$ cat src/hw/rtl/pidsrv_pkg.sv
package pidsrv_pkg;

    localparam int FRAC_BITS = 15;
    localparam int DATA_W    = 32;
    localparam int ERROR_W   = 23;
    localparam int LEVEL_W   = 12;
    localparam int GAIN_W    = 20;
    localparam int ALPHA_W   = 16;
    localparam int LIMIT_W   = 23;
    localparam int STEP_W    = 16;
    localparam int CFG_IDX_W = 3;
    localparam int CFG_DATA_W = 23;

    localparam logic [GAIN_W-1:0]  PROP_GAIN_RESET      = 20'd10485;
    localparam logic [GAIN_W-1:0]  INTEG_GAIN_RESET     = 20'd6553;
    localparam logic [GAIN_W-1:0]  DERIV_GAIN_RESET     = 20'd157286;
    localparam logic [ALPHA_W-1:0] SMOOTH_ALPHA_RESET   = 16'd13107;
    localparam logic [LIMIT_W-1:0] INTEGRAL_LIMIT_RESET = 23'd1310720;
    localparam logic [STEP_W-1:0]  TIME_STEP_RESET      = 16'd655;

    localparam logic signed [DATA_W-1:0] FIX_ONE =
        DATA_W'(64'sd1 <<< FRAC_BITS);
    localparam logic signed [DATA_W-1:0] DERIV_MAX =
        DATA_W'(64'sd80 <<< FRAC_BITS);
    localparam logic signed [DATA_W-1:0] CONTROL_RESET =
        DATA_W'(64'sd135 <<< FRAC_BITS);
    localparam logic signed [DATA_W-1:0] LAST_CONTROL_RESET =
        DATA_W'(-(64'sd1 <<< FRAC_BITS));

    localparam int ANGLE_W      = DATA_W + 2;
    localparam int ANGLE_MIN    = 85;
    localparam int ANGLE_MAX    = 165;
    localparam int ANGLE_CENTRE = 135;
    localparam int ANGLE_SPAN   = ANGLE_MAX - ANGLE_MIN + 1;
    localparam int ANGLE_IDX_W  = $clog2(ANGLE_SPAN);

    typedef logic signed [ANGLE_W-1:0] angle_t;
    typedef logic [LEVEL_W-1:0] level_lut_t [0:ANGLE_SPAN-1];

    typedef enum logic [CFG_IDX_W-1:0] {
        REG_PROP_GAIN      = 3'd0,
        REG_INTEG_GAIN     = 3'd1,
        REG_DERIV_GAIN     = 3'd2,
        REG_SMOOTH_ALPHA   = 3'd3,
        REG_INTEGRAL_LIMIT = 3'd4,
        REG_TIME_STEP      = 3'd5
    } cfg_index_t;

    typedef struct packed {
        logic [GAIN_W-1:0]  prop_gain;
        logic [GAIN_W-1:0]  integ_gain;
        logic [GAIN_W-1:0]  deriv_gain;
        logic [ALPHA_W-1:0] smooth_alpha;
        logic [LIMIT_W-1:0] integral_limit;
        logic [STEP_W-1:0]  time_step;
    } pid_cfg_t;

    typedef struct packed {
        logic                     start;
        logic                     drain;
        logic                     fresh;
        logic signed [DATA_W-1:0] error;
    } lane_cmd_t;

    typedef struct packed {
        logic                     idle;
        logic                     done;
        logic                     update;
        logic signed [DATA_W-1:0] control;
    } lane_status_t;

    // The compare level for every angle in the clamped range.
    function automatic level_lut_t build_level_lut();
        level_lut_t lut;
        int pulse;
        for (int a = 0; a < ANGLE_SPAN; a++)
        begin
            pulse = 500 + ((a + ANGLE_MIN) * 2000) / 270;
            lut[a] = LEVEL_W'((pulse * 125) / 64);
        end
        return lut;
    endfunction

    localparam level_lut_t LEVEL_LUT = build_level_lut();

endpackage

$ cat src/hw/rtl/pidsrv_lane.sv
module pidsrv_lane import pidsrv_pkg::*;
(
    input  logic         clk,
    input  logic         rst_n,
    input  lane_cmd_t    cmd,
    input  pid_cfg_t     cfg,
    output lane_status_t status
);

    typedef enum logic [1:0] {
        ST_IDLE,
        ST_RUN,
        ST_DONE
    } state_t;

    typedef enum logic [2:0] {
        STEP_TS,
        STEP_PG,
        STEP_IG,
        STEP_DG,
        STEP_ALPHA,
        STEP_TOTAL,
        STEP_BETA,
        STEP_CTRL
    } step_t;

    state_t state_reg, state_next;
    step_t  step_reg, step_next;
    logic   fresh_reg, fresh_next;
    logic   update_reg, update_next;

    logic signed [DATA_W-1:0] error_reg, error_next;
    logic signed [DATA_W-1:0] prod_reg, prod_next;
    logic signed [DATA_W-1:0] integ_reg, integ_next;
    logic signed [DATA_W-1:0] prev_reg, prev_next;
    logic signed [DATA_W-1:0] dterm_reg, dterm_next;
    logic signed [DATA_W-1:0] control_reg, control_next;
    logic signed [DATA_W-1:0] last_reg, last_next;
    logic signed [DATA_W-1:0] pterm_reg, pterm_next;
    logic signed [DATA_W-1:0] iterm_reg, iterm_next;
    logic signed [DATA_W-1:0] total_reg, total_next;
    logic signed [DATA_W-1:0] acc_reg, acc_next;

    logic signed [DATA_W-1:0]   mul_a;
    logic signed [DATA_W-1:0]   mul_b;
    logic signed [2*DATA_W-1:0] product;
    logic signed [DATA_W-1:0]   integ_sum;
    logic signed [DATA_W-1:0]   lim_pos;
    logic signed [DATA_W-1:0]   lim_neg;
    logic signed [DATA_W-1:0]   beta;

    assign lim_pos = $signed({{(DATA_W-LIMIT_W){1'b0}}, cfg.integral_limit});
    assign lim_neg = -lim_pos;
    assign beta    = FIX_ONE - $signed({{(DATA_W-ALPHA_W){1'b0}}, cfg.smooth_alpha});
    assign integ_sum = integ_reg + prod_reg;

    always_comb
    begin
        case (step_reg)
            STEP_TS:
            begin
                mul_a = error_reg;
                mul_b = $signed({{(DATA_W-STEP_W){1'b0}}, cfg.time_step});
            end
            STEP_PG:
            begin
                mul_a = $signed({{(DATA_W-GAIN_W){1'b0}}, cfg.prop_gain});
                mul_b = error_reg;
            end
            STEP_IG:
            begin
                mul_a = integ_reg;
                mul_b = $signed({{(DATA_W-GAIN_W){1'b0}}, cfg.integ_gain});
            end
            STEP_DG:
            begin
                mul_a = error_reg - prev_reg;
                mul_b = $signed({{(DATA_W-GAIN_W){1'b0}}, cfg.deriv_gain});
            end
            STEP_ALPHA:
            begin
                mul_a = $signed({{(DATA_W-ALPHA_W){1'b0}}, cfg.smooth_alpha});
                mul_b = control_reg;
            end
            STEP_BETA:
            begin
                mul_a = beta;
                mul_b = total_reg;
            end
            default:
            begin
                mul_a = '0;
                mul_b = '0;
            end
        endcase
    end

    // An arithmetic shift of the full product rounds towards minus infinity.
    assign product   = mul_a * mul_b;
    assign prod_next = product[FRAC_BITS +: DATA_W];

    always_comb
    begin
        state_next   = state_reg;
        step_next    = step_reg;
        fresh_next   = fresh_reg;
        update_next  = update_reg;
        error_next   = error_reg;
        integ_next   = integ_reg;
        prev_next    = prev_reg;
        dterm_next   = dterm_reg;
        control_next = control_reg;
        last_next    = last_reg;
        pterm_next   = pterm_reg;
        iterm_next   = iterm_reg;
        total_next   = total_reg;
        acc_next     = acc_reg;
        case (state_reg)
            ST_IDLE:
            begin
                if (cmd.start)
                begin
                    state_next = ST_RUN;
                    step_next  = STEP_TS;
                    error_next = cmd.error;
                    fresh_next = cmd.fresh;
                end
            end
            ST_RUN:
            begin
                step_next = step_t'(step_reg + 3'd1);
                case (step_reg)
                    STEP_PG:
                    begin
                        if (integ_sum > lim_pos)
                        begin
                            integ_next = lim_pos;
                        end
                        else if (integ_sum < lim_neg)
                        begin
                            integ_next = lim_neg;
                        end
                        else
                        begin
                            integ_next = integ_sum;
                        end
                    end
                    STEP_IG:
                    begin
                        pterm_next = prod_reg;
                    end
                    STEP_DG:
                    begin
                        iterm_next = prod_reg;
                    end
                    STEP_ALPHA:
                    begin
                        if (fresh_reg)
                        begin
                            prev_next = error_reg;
                            if (prod_reg > DERIV_MAX || prod_reg < -DERIV_MAX)
                            begin
                                dterm_next = '0;
                            end
                            else
                            begin
                                dterm_next = prod_reg;
                            end
                        end
                    end
                    STEP_TOTAL:
                    begin
                        total_next = pterm_reg + dterm_reg + iterm_reg;
                        acc_next   = prod_reg;
                    end
                    STEP_CTRL:
                    begin
                        control_next = acc_reg + prod_reg;
                        update_next  = (control_next != last_reg);
                        last_next    = control_next;
                        state_next   = ST_DONE;
                    end
                    default:
                    begin
                    end
                endcase
            end
            ST_DONE:
            begin
                if (cmd.drain)
                begin
                    state_next = ST_IDLE;
                end
            end
            default:
            begin
                state_next = ST_IDLE;
            end
        endcase
    end

    always_ff @(posedge clk or negedge rst_n)
    begin
        if (!rst_n)
        begin
            state_reg   <= ST_IDLE;
            step_reg    <= STEP_TS;
            integ_reg   <= '0;
            prev_reg    <= '0;
            dterm_reg   <= '0;
            control_reg <= CONTROL_RESET;
            last_reg    <= LAST_CONTROL_RESET;
            update_reg  <= 1'b0;
        end
        else
        begin
            state_reg   <= state_next;
            step_reg    <= step_next;
            integ_reg   <= integ_next;
            prev_reg    <= prev_next;
            dterm_reg   <= dterm_next;
            control_reg <= control_next;
            last_reg    <= last_next;
            update_reg  <= update_next;
        end
    end

    always_ff @(posedge clk)
    begin
        fresh_reg <= fresh_next;
        error_reg <= error_next;
        prod_reg  <= prod_next;
        pterm_reg <= pterm_next;
        iterm_reg <= iterm_next;
        total_reg <= total_next;
        acc_reg   <= acc_next;
    end

    assign status.idle    = (state_reg == ST_IDLE);
    assign status.done    = (state_reg == ST_DONE);
    assign status.update  = update_reg;
    assign status.control = control_reg;

    a_start_when_idle: assert property (@(posedge clk) disable iff (!rst_n)
        cmd.start |-> state_reg == ST_IDLE)
        else $error("Lane started while still busy.");

    a_done_after_last_step: assert property (@(posedge clk) disable iff (!rst_n)
        (state_reg == ST_RUN && step_reg == STEP_CTRL) |=> status.done)
        else $error("Lane did not finish after its last step.");

    a_dterm_bounded: assert property (@(posedge clk) disable iff (!rst_n)
        dterm_reg <= DERIV_MAX && dterm_reg >= -DERIV_MAX)
        else $error("Derivative term outside its permitted magnitude.");

endmodule

$ cat config.mk
export PLATFORM = sky130hd
export DESIGN_NAME = pidsrv_lane
export DESIGN_NICKNAME = d
export VERILOG_FILES = /design/src/hw/rtl/pidsrv_pkg.sv /design/src/hw/rtl/pidsrv_lane.sv
export SDC_FILE = /design/constraint.sdc
export NUM_CORES = 2
export LEC_CHECK = 0
export BUFFER_PORTS_ARGS = -buffer_cell sky130_fd_sc_hd__buf_2
export CELL_PAD_IN_SITES_DETAIL_PLACEMENT = 0
export CELL_PAD_IN_SITES_GLOBAL_PLACEMENT = 1
export CORE_UTILIZATION = 46
export CTS_BUF_LIST = sky130_fd_sc_hd__clkbuf_16
export DETAILED_ROUTE_END_ITERATION = 16
export GPL_TIMING_DRIVEN = 1
export MAX_ROUTING_LAYER = met4
export PLACE_DENSITY_LB_ADDON = 0.3
export SLEW_MARGIN = 0
export SYNTH_ARGS = -nofsm -noshare
export SYNTH_HDL_FRONTEND = slang
export SYNTH_SLANG_ARGS = --single-unit
$ cat constraint.sdc
create_clock -name clk -period 10 [get_ports clk]
set_input_delay 1.5 -clock clk [delete_from_list [all_inputs] [get_ports clk]]
set_output_delay 1.5 -clock clk [all_outputs]
set_load 0.02 [all_outputs]
; ---- After elaboration in Yosys (flattened, before gate mapping)
; Cells that the tools add are included.
[totals]
reg_bits = 359
in_bits = 152
output_inout_bits = 35
elab_cells = 65
[classes]
n_eq_ne = 13
multipliers = 1
n_reduce_logical = 13
muxes = 11
n_addsub = 8
magnitude_cmp = 4
[ops]
columns = op, n
row1 = 32-bit case mux with 6 select lines, 2
row2 = 32-bit adder, 4
row3 = 32-bit two-way mux, 3
row4 = 32-bit by 32-bit multiplier with 47-bit output, 1
row5 = 32-bit by 23-bit > comparator with 1-bit output (second input constant), 1
row6 = 32-bit by 24-bit > comparator with 1-bit output, 1
row7 = 32-bit by 23-bit < comparator with 1-bit output (second input constant), 1
row8 = 32-bit < comparator, 1
row9 = 32-bit != test, 1
row10 = 23-bit negation with 32-bit output, 1
row11 = 32-bit subtractor, 1
row12 = 16-bit by 16-bit subtractor with 17-bit output (first input constant), 1
row13 = 2-bit AND reduction, 7
row14 = 3-bit equality test (second input constant), 4
row15 = 3-bit by 2-bit equality test with 1-bit output (second input constant), 2
row16 = 2-bit two-way mux, 3
row17 = 2-bit case mux with 3 select lines, 1
row18 = 3-bit case mux with 2 select lines, 1
row19 = 3-bit AND reduction, 2
row20 = 2-bit != test (second input constant), 2
row21 = 3-bit by 1-bit adder with 3-bit output (second input constant), 1
row22 = 3-bit by 1-bit equality test with 1-bit output (second input constant), 1
row23 = 3-bit logical NOT, 1
row24 = 3-bit two-way mux, 1
row25 = other kinds (6), 6

; ---- Depth between registers and ports, before layout
[depth]
word_depth = 4
mapped_depth = 42
ltp_nobuf = 40

; ---- Worst setup path after synthesis
; OpenSTA, ideal clock, no wires.
[synth_timing]
path_kind = input port to flip-flop
startpoint = in cfg[49] in the netlist's numbering
endpoint = reg prod_reg[31]
required_ns = 9.880
path_stages = 33
slack_ns = -1.086
t_arrival_ns = 10.965
setup_ns = 0.120
path_buffers = 3
path_cell_list = or4_4 or4b_4 o21a_1 clkbuf_1 a221o_1 a21oi_1 and2_1 clkbuf_1 clkbuf_1 nor2_1 fa_1 inv_1 fa_1 fa_1 fa_1 inv_1 fa_1 fa_1 fa_1 fa_1 ha_1 o21ai_0 a21oi_1 a221o_1 a211oi_1 o211ai_1 a311oi_1 o21ai_1 a21oi_1 o21bai_1 xor2_1 xnor3_1 xnor2_1
[synth_via]
elab_chain_len = 3
[synth_lines]
columns = element, line_no
row1 = start: declaration, pidsrv_lane.sv:6  ; input pid_cfg_t cfg,
row2 = 16-bit by 16-bit subtractor with 17-bit output, pidsrv_lane.sv:54  ; assign beta = FIX_ONE - $signed({{(DATA_W-ALPHA_W){1'b0}}, cfg.smooth_alpha});
row3 = 32-bit case mux with 6 select lines (*), pidsrv_lane.sv:59  ; case (step_reg)
row4 = 32-bit by 32-bit multiplier with 47-bit output (*), pidsrv_lane.sv:99  ; assign product = mul_a * mul_b;
row5 = net product[46], pidsrv_lane.sv:46  ; logic signed [2*DATA_W-1:0] product;
row6 = end signal: assignment, pidsrv_lane.sv:232  ; prod_reg <= prod_next;
row7 = end: declaration, pidsrv_lane.sv:33  ; logic signed [DATA_W-1:0] prod_reg, prod_next;
; Mark *: on every way through the listed nets, which the timed path passes. The rest lies on a longest branch.
; A chain may end at the register's enable or synchronous reset.

; ---- Worst setup path after layout
[layout_timing]
startpoint = in cfg[46] in the netlist's numbering
endpoint = reg prod_reg[31]
; Same word-level chain as after synthesis.

==> flow_summary.json <==
{
  "synth_flop_cell": "edfxtp_1",
  "die_w_um": 334,
  "violations": "setup timing",
  "skew_ns": 0.0208,
  "grtUsageTotal_pct": 36.2,
  "dr.max_layer_used": "met4",
  "core_sq_um": 109000,
  "area_growth_pct": 18.0,
  "synth.top_cells.by_area": "fa_1 34%, edfxtp_1 9.5%, ha_1 8.6%",
  "avgSynthCellArea_sq_um": 9.24,
  "cap_viol_max_count": 0,
  "cts.reportedPaths.clkPinSlew_ns": 0.06,
  "synth_area_sq_um": 50600,
  "remaining_drc_errors": 0,
  "rsz0062_at_grt": "true",
  "synth_cells": 5481,
  "path_common_cell": "fa_1",
  "finalCritPeriodShare_pct": 102,
  "grt_pass1_vias": 43200,
  "rows": 121,
  "maxSlewHeadroom_pct": 20.7,
  "critPathSlowestCell": "fa_2",
  "cp-start-kind": "primary input",
  "crit_path_max_incr_delay_ns": 0.64,
  "criticalPathCategory": "primary input to flop",
  "required_ns": 10.47,
  "synthArstFlopShare_pct": 43.2,
  "wl_met3_um": 18100,
  "final_cells": 7519,
  "place_congestion": 1.02,
  "ys_warn_count": 0,
  "portBuffers": 186,
  "vias_per_cell": 5.63,
  "cts_num_sinks": 340,
  "boundaryPins": 187,
  "grt_pass1_wl_um": 286000,
  "fmax_ghz": 0.0982,
  "ctsHtreeMaxLevel": 2,
  "die_h_um": 334,
  "die_area_sq_um": 111000,
  "first_iter_violations": 4086,
  "clock_latency_ns": 0.61,
  "synth_fp_nets": 6831,
  "cts_hold_buf": 0,
  "crit_arrival_ns": 10.66,
  "grt_max_degree": 69,
  "finalSetupViolCount": 3,
  "antenna_found_initial": 11,
  "dr_total_vias": 42300,
  "yosysTopAreaCellShare_pct": 33.6,
  "regArea_sq_um": 9180,
  "wire_per_inst_um": 25.6,
  "drive_gt1_share_pct": 18.2,
  "tightest_slew_ns": 1.19,
  "netlist-cell-type-count": 89,
  "start_util_pct": 46.5,
  "multi_input_area_sq_um": 37700,
  "hold_viol": 0,
  "stdcell_area_sq_um": 59700,
  "wl_um": 193000,
  "status": "complete, but fails checks",
  "grt_overflow": 0,
  "synth_top_area_cell": "fa_1",
  "clk_path_buf_depth": 3,
  "wl_met1_um": 83400,
  "cts_tree": "yes",
  "cp_max_fo": 3,
  "final.min_clock_period_ns": 10.19,
  "synth.yosys.seq_area_share_pct": 18.1,
  "fin_ws_ns": -0.188,
  "ctsRootBufferMaster": "clkbuf_16",
  "hpwl_um": 164000,
  "end_kind": "flop",
  "synth-edff-count": 161,
  "placed_area_sq_um": 57500,
  "ant_nets": 0,
  "final_nets": 7413,
  "worstHoldPathType": "flop to flop",
  "drt_first_pass_iters": 8,
  "dp_cells": 7394,
  "num-fill-cells": 10000,
  "slew_violations": 0,
  "route.met2.wl_um": 83200,
  "cts_buffers": 42,
  "synth_seq_cells": 340
}
## final timing paths
kind / slack (ns) / cells after the start / from / end
worst min register to register: 0.47 / 2 / last_reg[26]$_DFFE_PN1P_ / last_reg[26]$_DFFE_PN1P_
worst max register to register: -0.14 / 42 / error_reg[0]$_DFFE_PP_ / prod_reg[31]$_DFF_P_
min in group asynchronous: 0.78 / 1 / rst_n / control_reg[23]$_DFFE_PN0P_
worst min-delay path: 0.47 / 2 / last_reg[26]$_DFFE_PN1P_ / last_reg[26]$_DFFE_PN1P_
max in group asynchronous: 7.99 / 2 / rst_n / prev_reg[15]$_DFFE_PN0P_
worst max-delay path: -0.19 / 36 / cfg[46] / prod_reg[31]$_DFF_P_
## through the flow
| stage | utilization [%] | worst slack (ns) | hold slack (ns) | setup TNS [ns] |
|---|---|---|---|---|
| 2_1_floorplan | - | -0.193 | 0.446 | -0.301 |
| 3_3_place_gp | 52.8 | -1.03 | 0.454 | -8.40 |
| 3_5_place_dp | 52.8 | -1.02 | 0.458 | -10.08 |
| 4_1_cts | 54.4 | -0.161 | 0.467 | -0.285 |
| 5_1_grt | 54.8 | -0.519 | 0.480 | -2.22 |
| 6_report | 54.8 | -0.188 | 0.465 | -0.329 |
## per-layer routing
layer / vias up / track usage [%]
met3: 300 / 7.04
met5: - / -
li1: 18700 / -
met1: 21500 / 50.3
met4: 0 / 11.6
met2: 1842 / 53.1
## Yosys cell counts (34+ instances only)
cell and number:
a21o_1 108, a21oi_1 149, a22oi_1 47, and2_1 38, clkbuf_1 211, dfrtp_1 130, edfxtp_1 161, fa_1 851
ha_1 347, inv_1 970, mux2_2 63, nand2_1 600, nand2b_1 76, nand3_1 89, nor2_1 629, nor2b_1 34
nor3_1 50, o21a_1 44, o21ai_0 107, xnor2_1 158, xor2_1 50
## worst max-delay path: cells and delay by family
family	cells	cell delay [ns]
simple gates	8	2.11
compound gates	8	1.19
fa+ha+maj	9	4.37
buf+inv	8	0.91
xor+xnor	3	0.54
## logic make-up after synthesis
| kind of cell | count (synthesis) | share of synthesized area (%) |
|---|---|---|
| and+or+nand+nor | 1674 | 14.4 |
| buffers and inverters | 1228 | 9.28 |
| adders and majority gates | 1198 | 42.2 |
| AOI/OAI and AO/OA | 736 | 10.1 |
| DFF | 340 | 18.1 |
| xor gates and xnor gates | 215 | 3.90 |
| muxes | 90 | 1.93 |
## area by class of cell
| type | instances | area share, % |
|---|---|---|
| sequential | 340 | 15.4 |
| clock inverter | 35 | 0.538 |
| clock buffer | 43 | 1.80 |
| multi-input combinational | 3913 | 63.0 |
| timing repair buffer | 795 | 10.2 |
| antenna | 8 | 0.0335 |
| tap | 1414 | 2.96 |
| inverter | 971 | 6.10 |
## layout by cell type, fill, tap and decap left out, types with 41 or more instances in the layout
master / count
a21o_1: 108
a21oi_1: 133
a22oi_1: 47
buf_12: 41
buf_2: 182
buf_4: 556
clkbuf_16: 43
dfrtp_1: 129
edfxtp_1: 161
fa_1: 838
ha_1: 334
inv_1: 973
mux2_2: 63
nand2_1: 596
nand2b_1: 75
nand3_1: 85
nor2_1: 614
nor3_1: 44
o21a_1: 43
o21ai_0: 100
xnor2_1: 154
xor2_1: 50
## what timing repair did
action	in CTS	in global routing
pin swaps	32	55
gates resized for setup	47	64
cloned	0	0
setup endpoints to repair	8	12
setup buffers	22	20
Power is left out: the tool's default activity adds up to more than one toggle a clock period on the data nets, which glitch-free logic cannot reach.
